<file path="src/hdl/svfg_pkg.sv">
// Shared types, codes and constants of the scroll velocity frame rate governor.
// Used by the configuration, controller, datapath and top-level modules.
package svfg_pkg;

	localparam int TIME_W = 48;
	localparam int MOT_W = 24;
	localparam int SCALE_W = 24;
	localparam int BAND_W = 50;
	localparam int RATE_W = 8;
	localparam int LIM_W = 20;
	localparam int VEL_W = 37;
	localparam int NUM_W = 52;
	localparam int ROOT_STEPS = 32;
	localparam int DIV_STEPS = NUM_W;
	localparam int CNT_W = 6;
	localparam logic [RATE_W-1:0] DEFAULT_RATE = 8'd120;
	localparam logic [31:0] US_PER_S = 32'd1000000;

	typedef enum logic [2:0] {
		KIND_START_SLIDE = 3'd0,
		KIND_STOP_SLIDE  = 3'd1,
		KIND_START_FLING = 3'd2,
		KIND_SCROLL      = 3'd3,
		KIND_FLING       = 3'd4
	} kind_t;

	typedef enum logic [1:0] {
		ST_DONE = 2'd0,
		ST_NA   = 2'd1,
		ST_SAME = 2'd2
	} status_t;

	typedef enum logic [1:0] {
		SC_NONE  = 2'd0,
		SC_STOP  = 2'd1,
		SC_START = 2'd2
	} scene_t;

	typedef enum logic [1:0] {
		STRAT_OFF   = 2'd0,
		STRAT_TABLE = 2'd1,
		STRAT_SCENE = 2'd2
	} strat_t;

	typedef enum logic [2:0] {
		REG_STRATEGY = 3'd0,
		REG_MM_SCALE = 3'd1,
		REG_SCROLL_0 = 3'd2,
		REG_SCROLL_1 = 3'd3,
		REG_SCROLL_2 = 3'd4,
		REG_FLING_0  = 3'd5,
		REG_FLING_1  = 3'd6,
		REG_FLING_2  = 3'd7
	} cfg_reg_t;

	typedef struct packed {
		logic [RATE_W-1:0] rate;
		logic              valid;
		logic              open;
		logic [LIM_W-1:0]  max;
		logic [LIM_W-1:0]  min;
	} band_t;

	typedef struct packed {
		logic [1:0]         strategy;
		logic [SCALE_W-1:0] mm_scale;
		band_t [2:0]        scroll;
		band_t [2:0]        fling;
	} cfg_t;

	typedef enum logic [3:0] {
		OP_NONE,
		OP_LOAD,
		OP_DT,
		OP_SQX,
		OP_SQY,
		OP_ROOT_INIT,
		OP_ROOT_STEP,
		OP_SCALE,
		OP_US,
		OP_DIV_INIT,
		OP_DIV_STEP,
		OP_PICK
	} op_t;

	typedef struct packed {
		op_t     op;
		logic    time_store;
		logic    time_clear;
		logic    rate_clear;
		logic    fling;
		logic    out_load;
		logic    from_upd;
		status_t status;
		scene_t  scene;
	} cmd_t;

	function automatic logic [RATE_W-1:0] pick_rate(input logic [VEL_W-1:0] v,
			input band_t [2:0] bands);
		logic [RATE_W-1:0] r;
		logic [VEL_W-1:0] lo;
		logic [VEL_W-1:0] hi;
		r = DEFAULT_RATE;
		for (int i = 2; i >= 0; i--) begin
			lo = {1'b0, bands[i].min, 16'b0};
			hi = {1'b0, bands[i].max, 16'b0};
			if (bands[i].valid && v >= lo && (bands[i].open || v < hi)) begin
				r = bands[i].rate;
			end
		end
		return r;
	endfunction

endpackage

</file>
<file path="src/hdl/svfg_cfg.sv">
// Configuration register file of the frame rate governor.
// Depends on svfg_pkg for the register index codes and the configuration struct.
module svfg_cfg import svfg_pkg::*; (
	input  logic              clk,
	input  logic              arst_n,
	input  logic              cfg_we,
	input  logic [2:0]        cfg_index,
	input  logic [BAND_W-1:0] cfg_data,
	output cfg_t              cfg
);

	cfg_t cfg_q;

	always_ff @(posedge clk or negedge arst_n) begin
		if (!arst_n) begin
			cfg_q <= '0;
		end else if (cfg_we) begin
			unique case (cfg_reg_t'(cfg_index))
				REG_STRATEGY: cfg_q.strategy <= cfg_data[1:0];
				REG_MM_SCALE: cfg_q.mm_scale <= cfg_data[SCALE_W-1:0];
				REG_SCROLL_0: cfg_q.scroll[0] <= band_t'(cfg_data);
				REG_SCROLL_1: cfg_q.scroll[1] <= band_t'(cfg_data);
				REG_SCROLL_2: cfg_q.scroll[2] <= band_t'(cfg_data);
				REG_FLING_0:  cfg_q.fling[0] <= band_t'(cfg_data);
				REG_FLING_1:  cfg_q.fling[1] <= band_t'(cfg_data);
				REG_FLING_2:  cfg_q.fling[2] <= band_t'(cfg_data);
				default:      cfg_q <= cfg_q;
			endcase
		end
	end

	assign cfg = cfg_q;

endmodule

</file>
<file path="src/hdl/svfg_ctrl.sv">
// Controller of the frame rate governor: gesture phase, sequencing and handshakes.
// Depends on svfg_pkg; drives the datapath through cmd_t commands.
module svfg_ctrl import svfg_pkg::*; (
	input  logic  clk,
	input  logic  arst_n,
	input  cfg_t  cfg,
	input  kind_t item_kind,
	input  logic  in_valid,
	output logic  in_stall,
	output logic  out_valid,
	input  logic  out_stall,
	output cmd_t  cmd
);

	typedef enum logic [3:0] {
		S_IDLE,
		S_DECODE,
		S_SQX,
		S_SQY,
		S_ROOT_INIT,
		S_ROOT,
		S_SCALE,
		S_US,
		S_DIV_INIT,
		S_DIV,
		S_PICK,
		S_FINISH
	} state_t;

	state_t state_q, state_d;
	logic sliding_q, sliding_d;
	logic off_screen_q, off_screen_d;
	logic fling_q, fling_d;
	logic upd_q, upd_d;
	status_t res_status_q, res_status_d;
	scene_t res_scene_q, res_scene_d;
	logic [CNT_W-1:0] cnt_q, cnt_d;
	logic out_valid_q, out_valid_d;
	logic enabled;
	logic scene_mode;
	logic free_out;

	assign scene_mode = (cfg.strategy == STRAT_SCENE);
	assign enabled = scene_mode || (cfg.strategy == STRAT_TABLE && |cfg.mm_scale);
	assign free_out = !out_valid_q || !out_stall;
	assign in_stall = (state_q != S_IDLE);
	assign out_valid = out_valid_q;

	always_comb begin
		state_d = state_q;
		sliding_d = sliding_q;
		off_screen_d = off_screen_q;
		fling_d = fling_q;
		upd_d = upd_q;
		res_status_d = res_status_q;
		res_scene_d = res_scene_q;
		cnt_d = cnt_q;
		cmd = '0;
		cmd.op = OP_NONE;
		cmd.status = ST_NA;
		cmd.scene = SC_NONE;
		cmd.fling = fling_q;
		unique case (state_q)
			S_IDLE: begin
				if (in_valid) begin
					cmd.op = OP_LOAD;
					state_d = S_DECODE;
				end
			end
			S_DECODE: begin
				res_status_d = ST_NA;
				res_scene_d = SC_NONE;
				upd_d = 1'b0;
				state_d = S_FINISH;
				unique case (item_kind)
					KIND_START_SLIDE: begin
						if (enabled && !sliding_q) begin
							cmd.time_store = 1'b1;
							sliding_d = 1'b1;
							off_screen_d = 1'b0;
							res_status_d = ST_DONE;
						end
					end
					KIND_STOP_SLIDE: begin
						if (enabled && sliding_q) begin
							if (scene_mode && off_screen_q) begin
								res_scene_d = SC_STOP;
							end
							cmd.time_clear = 1'b1;
							cmd.rate_clear = 1'b1;
							sliding_d = 1'b0;
							off_screen_d = 1'b0;
							res_status_d = ST_DONE;
						end
					end
					KIND_START_FLING: begin
						if (enabled && sliding_q) begin
							if (scene_mode) begin
								res_scene_d = SC_START;
							end
							off_screen_d = 1'b1;
							res_status_d = ST_DONE;
						end
					end
					KIND_SCROLL: begin
						if (sliding_q && !off_screen_q && !scene_mode) begin
							cmd.op = OP_DT;
							cmd.time_store = 1'b1;
							fling_d = 1'b0;
							upd_d = 1'b1;
							state_d = S_SQX;
						end
					end
					KIND_FLING: begin
						if (sliding_q && off_screen_q && !scene_mode) begin
							fling_d = 1'b1;
							upd_d = 1'b1;
							state_d = S_SQX;
						end
					end
					default: begin
						res_status_d = ST_NA;
					end
				endcase
			end
			S_SQX: begin
				cmd.op = OP_SQX;
				state_d = S_SQY;
			end
			S_SQY: begin
				cmd.op = OP_SQY;
				state_d = S_ROOT_INIT;
			end
			S_ROOT_INIT: begin
				cmd.op = OP_ROOT_INIT;
				cnt_d = '0;
				state_d = S_ROOT;
			end
			S_ROOT: begin
				cmd.op = OP_ROOT_STEP;
				cnt_d = cnt_q + 1'b1;
				if (cnt_q == CNT_W'(ROOT_STEPS - 1)) begin
					state_d = S_SCALE;
				end
			end
			S_SCALE: begin
				cmd.op = OP_SCALE;
				state_d = fling_q ? S_PICK : S_US;
			end
			S_US: begin
				cmd.op = OP_US;
				state_d = S_DIV_INIT;
			end
			S_DIV_INIT: begin
				cmd.op = OP_DIV_INIT;
				cnt_d = '0;
				state_d = S_DIV;
			end
			S_DIV: begin
				cmd.op = OP_DIV_STEP;
				cnt_d = cnt_q + 1'b1;
				if (cnt_q == CNT_W'(DIV_STEPS - 1)) begin
					state_d = S_PICK;
				end
			end
			S_PICK: begin
				cmd.op = OP_PICK;
				state_d = S_FINISH;
			end
			S_FINISH: begin
				if (free_out) begin
					cmd.out_load = 1'b1;
					cmd.from_upd = upd_q;
					cmd.status = res_status_q;
					cmd.scene = res_scene_q;
					state_d = S_IDLE;
				end
			end
			default: begin
				state_d = S_IDLE;
			end
		endcase
		out_valid_d = cmd.out_load ? 1'b1 : (out_stall ? out_valid_q : 1'b0);
	end

	always_ff @(posedge clk or negedge arst_n) begin
		if (!arst_n) begin
			state_q <= S_IDLE;
			sliding_q <= 1'b0;
			off_screen_q <= 1'b0;
			fling_q <= 1'b0;
			upd_q <= 1'b0;
			res_status_q <= ST_NA;
			res_scene_q <= SC_NONE;
			cnt_q <= '0;
			out_valid_q <= 1'b0;
		end else begin
			state_q <= state_d;
			sliding_q <= sliding_d;
			off_screen_q <= off_screen_d;
			fling_q <= fling_d;
			upd_q <= upd_d;
			res_status_q <= res_status_d;
			res_scene_q <= res_scene_d;
			cnt_q <= cnt_d;
			out_valid_q <= out_valid_d;
		end
	end

	a_off_needs_slide: assert property (@(posedge clk) disable iff (!arst_n)
		off_screen_q |-> sliding_q)
		else $error("off-screen phase without an active slide");

	a_accept_decodes: assert property (@(posedge clk) disable iff (!arst_n)
		(in_valid && !in_stall) |=> (state_q == S_DECODE))
		else $error("accepted transaction was not decoded next cycle");

	a_no_overwrite: assert property (@(posedge clk) disable iff (!arst_n)
		cmd.out_load |-> (!out_valid_q || !out_stall))
		else $error("result register overwritten while stalled");

	a_fling_skips_div: assert property (@(posedge clk) disable iff (!arst_n)
		(state_q == S_DIV) |-> !fling_q)
		else $error("fling update entered the divider");

endmodule

</file>
<file path="src/hdl/svfg_dp.sv">
// Datapath of the frame rate governor: multiplier, square root, divider and band match.
// Depends on svfg_pkg; sequenced by the controller through cmd_t commands.
module svfg_dp import svfg_pkg::*; (
	input  logic               clk,
	input  logic               arst_n,
	input  cmd_t               cmd,
	input  cfg_t               cfg,
	input  logic [2:0]         kind,
	input  logic [TIME_W-1:0]  time_us,
	input  logic signed [MOT_W-1:0] motion_x,
	input  logic signed [MOT_W-1:0] motion_y,
	output kind_t              item_kind,
	output logic [1:0]         status,
	output logic [RATE_W-1:0]  frame_rate,
	output logic [1:0]         scene_event
);

	logic [2:0] kind_q;
	logic [TIME_W-1:0] time_q;
	logic [MOT_W-1:0] ax_q;
	logic [MOT_W-1:0] ay_q;
	logic [TIME_W-1:0] last_time_q;
	logic [RATE_W-1:0] current_rate_q;
	logic [TIME_W-1:0] dt_q;
	logic [63:0] prod_q;
	logic [47:0] acc_q;
	logic [63:0] n_q;
	logic [63:0] r_q;
	logic [63:0] bit_q;
	logic [NUM_W-1:0] num_q;
	logic [TIME_W-1:0] rem_q;
	status_t upd_status_q;
	logic [RATE_W-1:0] upd_rate_q;
	status_t status_q;
	logic [RATE_W-1:0] rate_q;
	scene_t scene_q;

	logic [31:0] mul_a;
	logic [31:0] mul_b;
	logic [63:0] mul_p;
	logic [63:0] root_t;
	logic root_ge;
	logic [TIME_W:0] div_t;
	logic div_ge;
	logic [VEL_W-1:0] vel;
	logic [RATE_W-1:0] new_rate;
	logic [47:0] sum_sq;

	assign item_kind = kind_t'(kind_q);

	always_comb begin
		mul_a = '0;
		mul_b = '0;
		unique case (cmd.op)
			OP_SQX: begin
				mul_a = {8'b0, ax_q};
				mul_b = {8'b0, ax_q};
			end
			OP_SQY: begin
				mul_a = {8'b0, ay_q};
				mul_b = {8'b0, ay_q};
			end
			OP_SCALE: begin
				mul_a = r_q[31:0];
				mul_b = {8'b0, cfg.mm_scale};
			end
			OP_US: begin
				mul_a = prod_q[55:24];
				mul_b = US_PER_S;
			end
			default: begin
				mul_a = '0;
				mul_b = '0;
			end
		endcase
		mul_p = mul_a * mul_b;
	end

	assign sum_sq = acc_q + prod_q[47:0];
	assign root_t = r_q + bit_q;
	assign root_ge = (n_q >= root_t);
	assign div_t = {rem_q, num_q[NUM_W-1]};
	assign div_ge = (div_t >= {1'b0, dt_q});

	always_comb begin
		if (cmd.fling) begin
			vel = {{(VEL_W-32){1'b0}}, prod_q[55:24]};
		end else if (dt_q == '0 || |num_q[NUM_W-1:VEL_W]) begin
			vel = '1;
		end else begin
			vel = num_q[VEL_W-1:0];
		end
		new_rate = pick_rate(vel, cmd.fling ? cfg.fling : cfg.scroll);
	end

	always_ff @(posedge clk or negedge arst_n) begin
		if (!arst_n) begin
			last_time_q <= '0;
			current_rate_q <= '0;
		end else begin
			if (cmd.time_clear) begin
				last_time_q <= '0;
			end else if (cmd.time_store) begin
				last_time_q <= time_q;
			end
			if (cmd.rate_clear) begin
				current_rate_q <= '0;
			end else if (cmd.op == OP_PICK && new_rate != current_rate_q) begin
				current_rate_q <= new_rate;
			end
		end
	end

	always_ff @(posedge clk) begin
		unique case (cmd.op)
			OP_LOAD: begin
				kind_q <= kind;
				time_q <= time_us;
				ax_q <= motion_x[MOT_W-1] ? MOT_W'(-motion_x) : motion_x;
				ay_q <= motion_y[MOT_W-1] ? MOT_W'(-motion_y) : motion_y;
			end
			OP_DT: begin
				dt_q <= time_q - last_time_q;
			end
			OP_SQX, OP_SCALE, OP_US: begin
				prod_q <= mul_p;
			end
			OP_SQY: begin
				acc_q <= prod_q[47:0];
				prod_q <= mul_p;
			end
			OP_ROOT_INIT: begin
				n_q <= {sum_sq, 16'b0};
				r_q <= '0;
				bit_q <= 64'h4000_0000_0000_0000;
			end
			OP_ROOT_STEP: begin
				if (root_ge) begin
					n_q <= n_q - root_t;
					r_q <= (r_q >> 1) + bit_q;
				end else begin
					r_q <= r_q >> 1;
				end
				bit_q <= bit_q >> 2;
			end
			OP_DIV_INIT: begin
				num_q <= prod_q[NUM_W-1:0];
				rem_q <= '0;
			end
			OP_DIV_STEP: begin
				rem_q <= div_ge ? TIME_W'(div_t - {1'b0, dt_q}) : div_t[TIME_W-1:0];
				num_q <= {num_q[NUM_W-2:0], div_ge};
			end
			OP_PICK: begin
				if (new_rate == current_rate_q) begin
					upd_status_q <= ST_SAME;
					upd_rate_q <= '0;
				end else begin
					upd_status_q <= ST_DONE;
					upd_rate_q <= new_rate;
				end
			end
			default: begin
			end
		endcase
		if (cmd.out_load) begin
			status_q <= cmd.from_upd ? upd_status_q : cmd.status;
			rate_q <= cmd.from_upd ? upd_rate_q : '0;
			scene_q <= cmd.scene;
		end
	end

	assign status = status_q;
	assign frame_rate = rate_q;
	assign scene_event = scene_q;

endmodule

</file>
<file path="src/hdl/scroll_velocity_frame_rate_governor.sv">
// Top level of the scroll velocity frame rate governor.
// Depends on svfg_pkg and instantiates svfg_cfg, svfg_ctrl and svfg_dp.
//
// One transaction is processed at a time, and a finished result waits in an
// output register so the next transaction can be taken while it is stalled.
// Start slide, stop slide, start fling, unknown kinds and updates that do not
// apply go from decode straight to finish. A fling update skips microsecond
// scaling and time step division, which a scroll update runs. The magnitude
// square root runs one result bit per cycle, the shared 32x32 multiplier is
// used once per product, and the time step division runs one quotient bit
// per cycle. The input is stalled from acceptance until the result is loaded.
module scroll_velocity_frame_rate_governor import svfg_pkg::*; (
	input  logic                    clk,
	input  logic                    arst_n,
	input  logic                    in_valid,
	output logic                    in_stall,
	input  logic [2:0]              kind,
	input  logic [TIME_W-1:0]       time_us,
	input  logic signed [MOT_W-1:0] motion_x,
	input  logic signed [MOT_W-1:0] motion_y,
	output logic                    out_valid,
	input  logic                    out_stall,
	output logic [1:0]              status,
	output logic [RATE_W-1:0]       frame_rate,
	output logic [1:0]              scene_event,
	input  logic                    cfg_we,
	input  logic [2:0]              cfg_index,
	input  logic [BAND_W-1:0]       cfg_data
);

	cfg_t cfg;
	cmd_t cmd;
	kind_t item_kind;

	svfg_cfg u_cfg (
		.clk       (clk),
		.arst_n    (arst_n),
		.cfg_we    (cfg_we),
		.cfg_index (cfg_index),
		.cfg_data  (cfg_data),
		.cfg       (cfg)
	);

	svfg_ctrl u_ctrl (
		.clk       (clk),
		.arst_n    (arst_n),
		.cfg       (cfg),
		.item_kind (item_kind),
		.in_valid  (in_valid),
		.in_stall  (in_stall),
		.out_valid (out_valid),
		.out_stall (out_stall),
		.cmd       (cmd)
	);

	svfg_dp u_dp (
		.clk         (clk),
		.arst_n      (arst_n),
		.cmd         (cmd),
		.cfg         (cfg),
		.kind        (kind),
		.time_us     (time_us),
		.motion_x    (motion_x),
		.motion_y    (motion_y),
		.item_kind   (item_kind),
		.status      (status),
		.frame_rate  (frame_rate),
		.scene_event (scene_event)
	);

endmodule
</file>
<file path="config.mk">
export PLATFORM = sky130hd
export DESIGN_NAME = scroll_velocity_frame_rate_governor
export DESIGN_NICKNAME = d
export VERILOG_FILES = /design/src/hdl/svfg_pkg.sv /design/src/hdl/svfg_cfg.sv /design/src/hdl/svfg_ctrl.sv /design/src/hdl/svfg_dp.sv /design/src/hdl/scroll_velocity_frame_rate_governor.sv
export SDC_FILE = /design/constraint.sdc
export NUM_CORES = 2
export LEC_CHECK = 0
export BUFFER_PORTS_ARGS = -buffer_cell sky130_fd_sc_hd__clkbuf_2
export CORE_AREA = 5 5 380 382
export DETAILED_ROUTE_END_ITERATION = 10
export DIE_AREA = 0 0 385 387
export PLACE_DENSITY = 0.74
export REMOVE_ABC_BUFFERS = 1
export SLEW_MARGIN = 20
export SYNTH_ARGS = -nofsm -noshare
export SYNTH_HDL_FRONTEND = slang
export SYNTH_HIERARCHICAL = 1
export SYNTH_SLANG_ARGS = --single-unit
</file>
<file path="constraint.sdc">
create_clock -name clk -period 15.6 [get_ports clk]
set_clock_uncertainty 0.05 [all_clocks]
set_input_delay 3.12 -clock clk [delete_from_list [all_inputs] [get_ports clk]]
set_output_delay 3.12 -clock clk [all_outputs]
set_load 0.005 [all_outputs]
</file>
==> results.tsv <==
stage	metric	value	unit
route	Detail Route Antenna Nets	0	
clock_network	post_cts resized	0	
route	initial drt markers	6370	
grt	initial antenna violation count	25	
power	leakage	38.5	nW
yosys	cell taking the most area after synthesis	edfxtp_1	
sta	maximum clock frequency	0.0795	GHz
route	DR top layer	met5	
yosys	cell count after synthesis	8081	
route	Vias/cell	6.12	
grt	first-pass GRT wire length	379	mm
grt	vias in the first global route	62900	
yosys	EDFF count, synth	532	
sta	Final Hold Fails	0	
yosys	Synth cell types	102	
clock_network	Worst-path clk slew	0.06	ns
yosys	sequential-to-total area share from yosys stat	32.1	%
setup_path	crit path max fanout	24	
route	drt wl/cell	24.5	µm
clock_network	CTS Buf Count	104	
min_path	Worst Hold Class	reg -> reg	
sta	fin crit share	80.7	%
cells_and_area	layout cells sized above 1	10.7	%
power	sequential fraction of design power	25.2	%
yosys	Yosys reg bits	932	
sta	Final Worst Setup Slack	3.02	ns
die	# rows	138	
power	pwr dens	207	nW/µm²
route	met2 wire len	110	mm
die	die area	149000	µm²
sta	Max Slew Vio Count	0	
cells_and_area	final instance area	87300	µm²
route	via count	61900	
clock_network	clk root buf	clkbuf_16	
route	WL final	248	mm
sta	endpoints failing setup	0	
power	P_int	0.00917	W
cells_and_area	Final nets	9519	
cells_and_area	Util after Layout	62.0	%
route	Post-Route M1 WL	101	mm
setup_path	crit path kind	in -> reg	
sta	RSZ-0062 raised after global routing	no	
clock_network	htree depth	3	
die	die extent in y	387	µm
yosys	Ys Warns	6	
die	Core ar.	141000	µm²
placed_design	Placement Cell Area	83500	µm²
route	Residual DRC	0	
die	IO Count	171	
clock_network	Setup Buffers After CTS	0	
run	Max Cap Violations	0	
cells_and_area	P&R area growth vs syn	7.92	%
setup_path	Arrival @ worst endpoint	12.99	ns
sta	hold_ws	0.425	ns
grt	largest net degree at the start of global routing	170	
yosys	Mean Syn Cell Area	10.0	µm²
yosys	main area contributors after synthesis	edfxtp_1 (20%), fa_1 (16%), dfrtp_1 (12%), ha_1 (8.9%), inv_1 (4.3%)	
sta	final setup TNS	0	ns
clock_network	latest clock arrival within the worst-skew pair	0.72	ns
outcome	status	completed	
setup_path	Worst setup EP type	flop	
cells_and_area	Fillers	11600	
die	Die W	385	µm
route	router iterations before antenna repair	8	
clock_network	hold-fix buffer count after cts	0	
setup_path	Critical Path Max Stage Delay	0.96	ns
sta	actual transition at the worst max-transition pin	1.26	ns
power	sw frac	49.3	%
die	Initial Util	57.5	%
power	worst vdd ir	208	µV
placed_design	RD Place Congestion	1.04	
yosys	FFs w/ async S/R, synth	42.9	%
sta	Final min period	12.58	ns
clock_network	CTS Buffer Depth	3	
power	Clk pwr share	14.3	%
placed_design	post-DP HPWL	190	mm
power	Comb pwr share	60.5	%
grt	grt total ovfl	0	
sta	slew margin rel.	15.9	%
grt	total global-route track usage	33.1	%
clock_network	CTS tree	built	
yosys	Post-synth top flop	edfxtp_1	
setup_path	Startpoint Class	input pin	
clock_network	clk sink count	932	
placed_design	port bufs	170	
yosys	Synth top area share	19.8	%
setup_path	worst path required time	16.01	ns
placed_design	pre-CTS setup slack	2.68	ns
setup_path	Most common cell on crit path	fa_1	
yosys	Post-Syn Area	80900	µm²
route	metal3 WL	24.9	mm
setup_path	Critical Path Slowest Stage Cell	nand2_1	
power	P_sw	0.00893	W
state kept, by name, indices dropped and copies added (netlist names), 24 cells and up:
name	count
u_dp/ay_q	24
u_dp/n_q	64
u_dp/num_q	52
u_dp/bit_q	32
u_dp/ax_q	24
u_dp/prod_q	56
u_dp/acc_q	48
u_dp/dt_q	48
u_dp/time_q	48
u_dp/last_time_q	48
u_dp/r_q	64
u_cfg/cfg	326
u_dp/rem_q	48
worst max-delay path, delay by kind of cell:
family / cells / cell delay (ns)
compound gates: 12 / 3.03
xor+xnor: 1 / 0.10
fa+ha+maj: 8 / 4.05
buf+inv: 9 / 1.12
simple gates: 5 / 1.51
cell usage after synthesis, types with 18 or more instances:
| master | n |
|---|---|
| inv_1 | 928 |
| a211oi_1 | 57 |
| a22oi_1 | 60 |
| buf_2 | 26 |
| nand2b_1 | 49 |
| and2_1 | 107 |
| nor3_1 | 87 |
| mux2_4 | 122 |
| mux2i_1 | 230 |
| o211ai_1 | 22 |
| nor2b_1 | 60 |
| a2bb2oi_1 | 18 |
| o21ai_0 | 236 |
| nor4_1 | 31 |
| xor2_1 | 170 |
| fa_1 | 662 |
| edfxtp_1 | 532 |
| mux2_2 | 222 |
| a21o_1 | 196 |
| a31oi_1 | 76 |
| nand2_1 | 884 |
| clkbuf_1 | 242 |
| o31ai_1 | 35 |
| xnor2_1 | 235 |
| or3_1 | 33 |
| dfrtp_1 | 399 |
| nand3_1 | 83 |
| nor2_1 | 792 |
| a31o_2 | 21 |
| o21a_1 | 43 |
| ha_1 | 574 |
| buf_1 | 32 |
| nand4_1 | 68 |
| o21bai_1 | 59 |
| a21oi_1 | 344 |
| and3_1 | 46 |
metrics by stage:
stage / power (W) / cells
6_report: 0.0181 / 10100
5_1_grt: 0.0192 / 10100
4_1_cts: 0.0178 / 10100
3_5_place_dp: 0.0151 / 9910
3_3_place_gp: 0.0149 / 9910
2_1_floorplan: 0.0115 / 7755
path summary, 6_finish.rpt:
kind	start	endpoint	slack [ns]	depth (start not counted)
min in group asynchronous	arst_n	u_dp/last_time_q[17]	2.35	1
max in group asynchronous	arst_n	u_ctrl/fling_q	11.07	3
setup / recovery	in_valid	u_dp/prod_q[54]	3.02	35
hold reg to reg	u_ctrl/res_scene_q[0]	u_ctrl/res_scene_q[0]	0.43	2
hold / removal	u_ctrl/res_scene_q[0]	u_ctrl/res_scene_q[0]	0.43	2
setup reg to reg	u_ctrl/state_q[1]	u_dp/prod_q[54]	3.66	34
kinds of logic (layout without fill, tap and decap cells):
group                    after synthesis  after routing  share of synthesized area [%]
AND/OR/NAND/NOR                     2340           2340                           13.0
AO/OA/AOI/OAI                       1339           1339                           10.9
buffers and inverters               1254           1389                           6.06
multiplexers                         574            574                           8.20
adder cells (fa/ha/maj)             1236           1236                           25.3
XOR/XNOR                             405            405                           4.39
flip-flops                           932            932                           32.1
other                                  1             18                        0.00464
cells in the final DEF (no fill, tap or decap), types with 22 or more instances in the layout:
cell and instances:
o31ai_1 34, a211oi_1 57, a21o_1 196, edfxtp_1 532, nor2_1 787, fa_1 662, mux2_4 122, mux2i_1 229
nor2b_1 60, o21ai_0 236, a21oi_1 343, clkbuf_16 108, buf_4 91, xor2_1 170, nand4_1 68, nor3_1 81
ha_1 574, o21bai_1 59, xnor2_1 235, inv_1 927, nand3_1 83, a22oi_1 60, and3_1 46, o211ai_1 22
and2_1 107, o21a_1 42, nand2b_1 49, dfrtp_1 398, nor4_1 31, or3_1 33, a31oi_1 76, clkbuf_2 169
nand2_1 883, mux2_2 222
final cells by class:
| type | count | area [µm²] | share of cell area (%) |
|---|---|---|---|
| multi-input cells | 5895 | 50100 | 57.4 |
| well taps | 1890 | 2360 | 2.71 |
| inverters | 928 | 3490 | 4.00 |
| repair buffers | 265 | 1610 | 1.84 |
| clock buffers | 145 | 3020 | 3.46 |
| clock inverters | 51 | 629 | 0.721 |
| flip-flops and latches | 932 | 26000 | 29.8 |
| diodes | 17 | 42.5 | 0.0488 |
layer usage:
metal	GRT usage, %	vias to the layer above
li1	-	27600
met1	45.5	30800
met2	50.9	2858
met3	7.70	646
met4	13.9	8
met5	0	-
power by group through the flow:
stage	clock, W	sequential [W]	combinational, W
finish	0.00260	0.00456	0.0109
floorplan	0	0.00424	0.00730
global placement	0	0.00453	0.0104
detailed placement	0	0.00455	0.0106
CTS	0.00263	0.00451	0.0107
global route	0.00274	0.00459	0.0119
(Power assumes the default switching activity.)
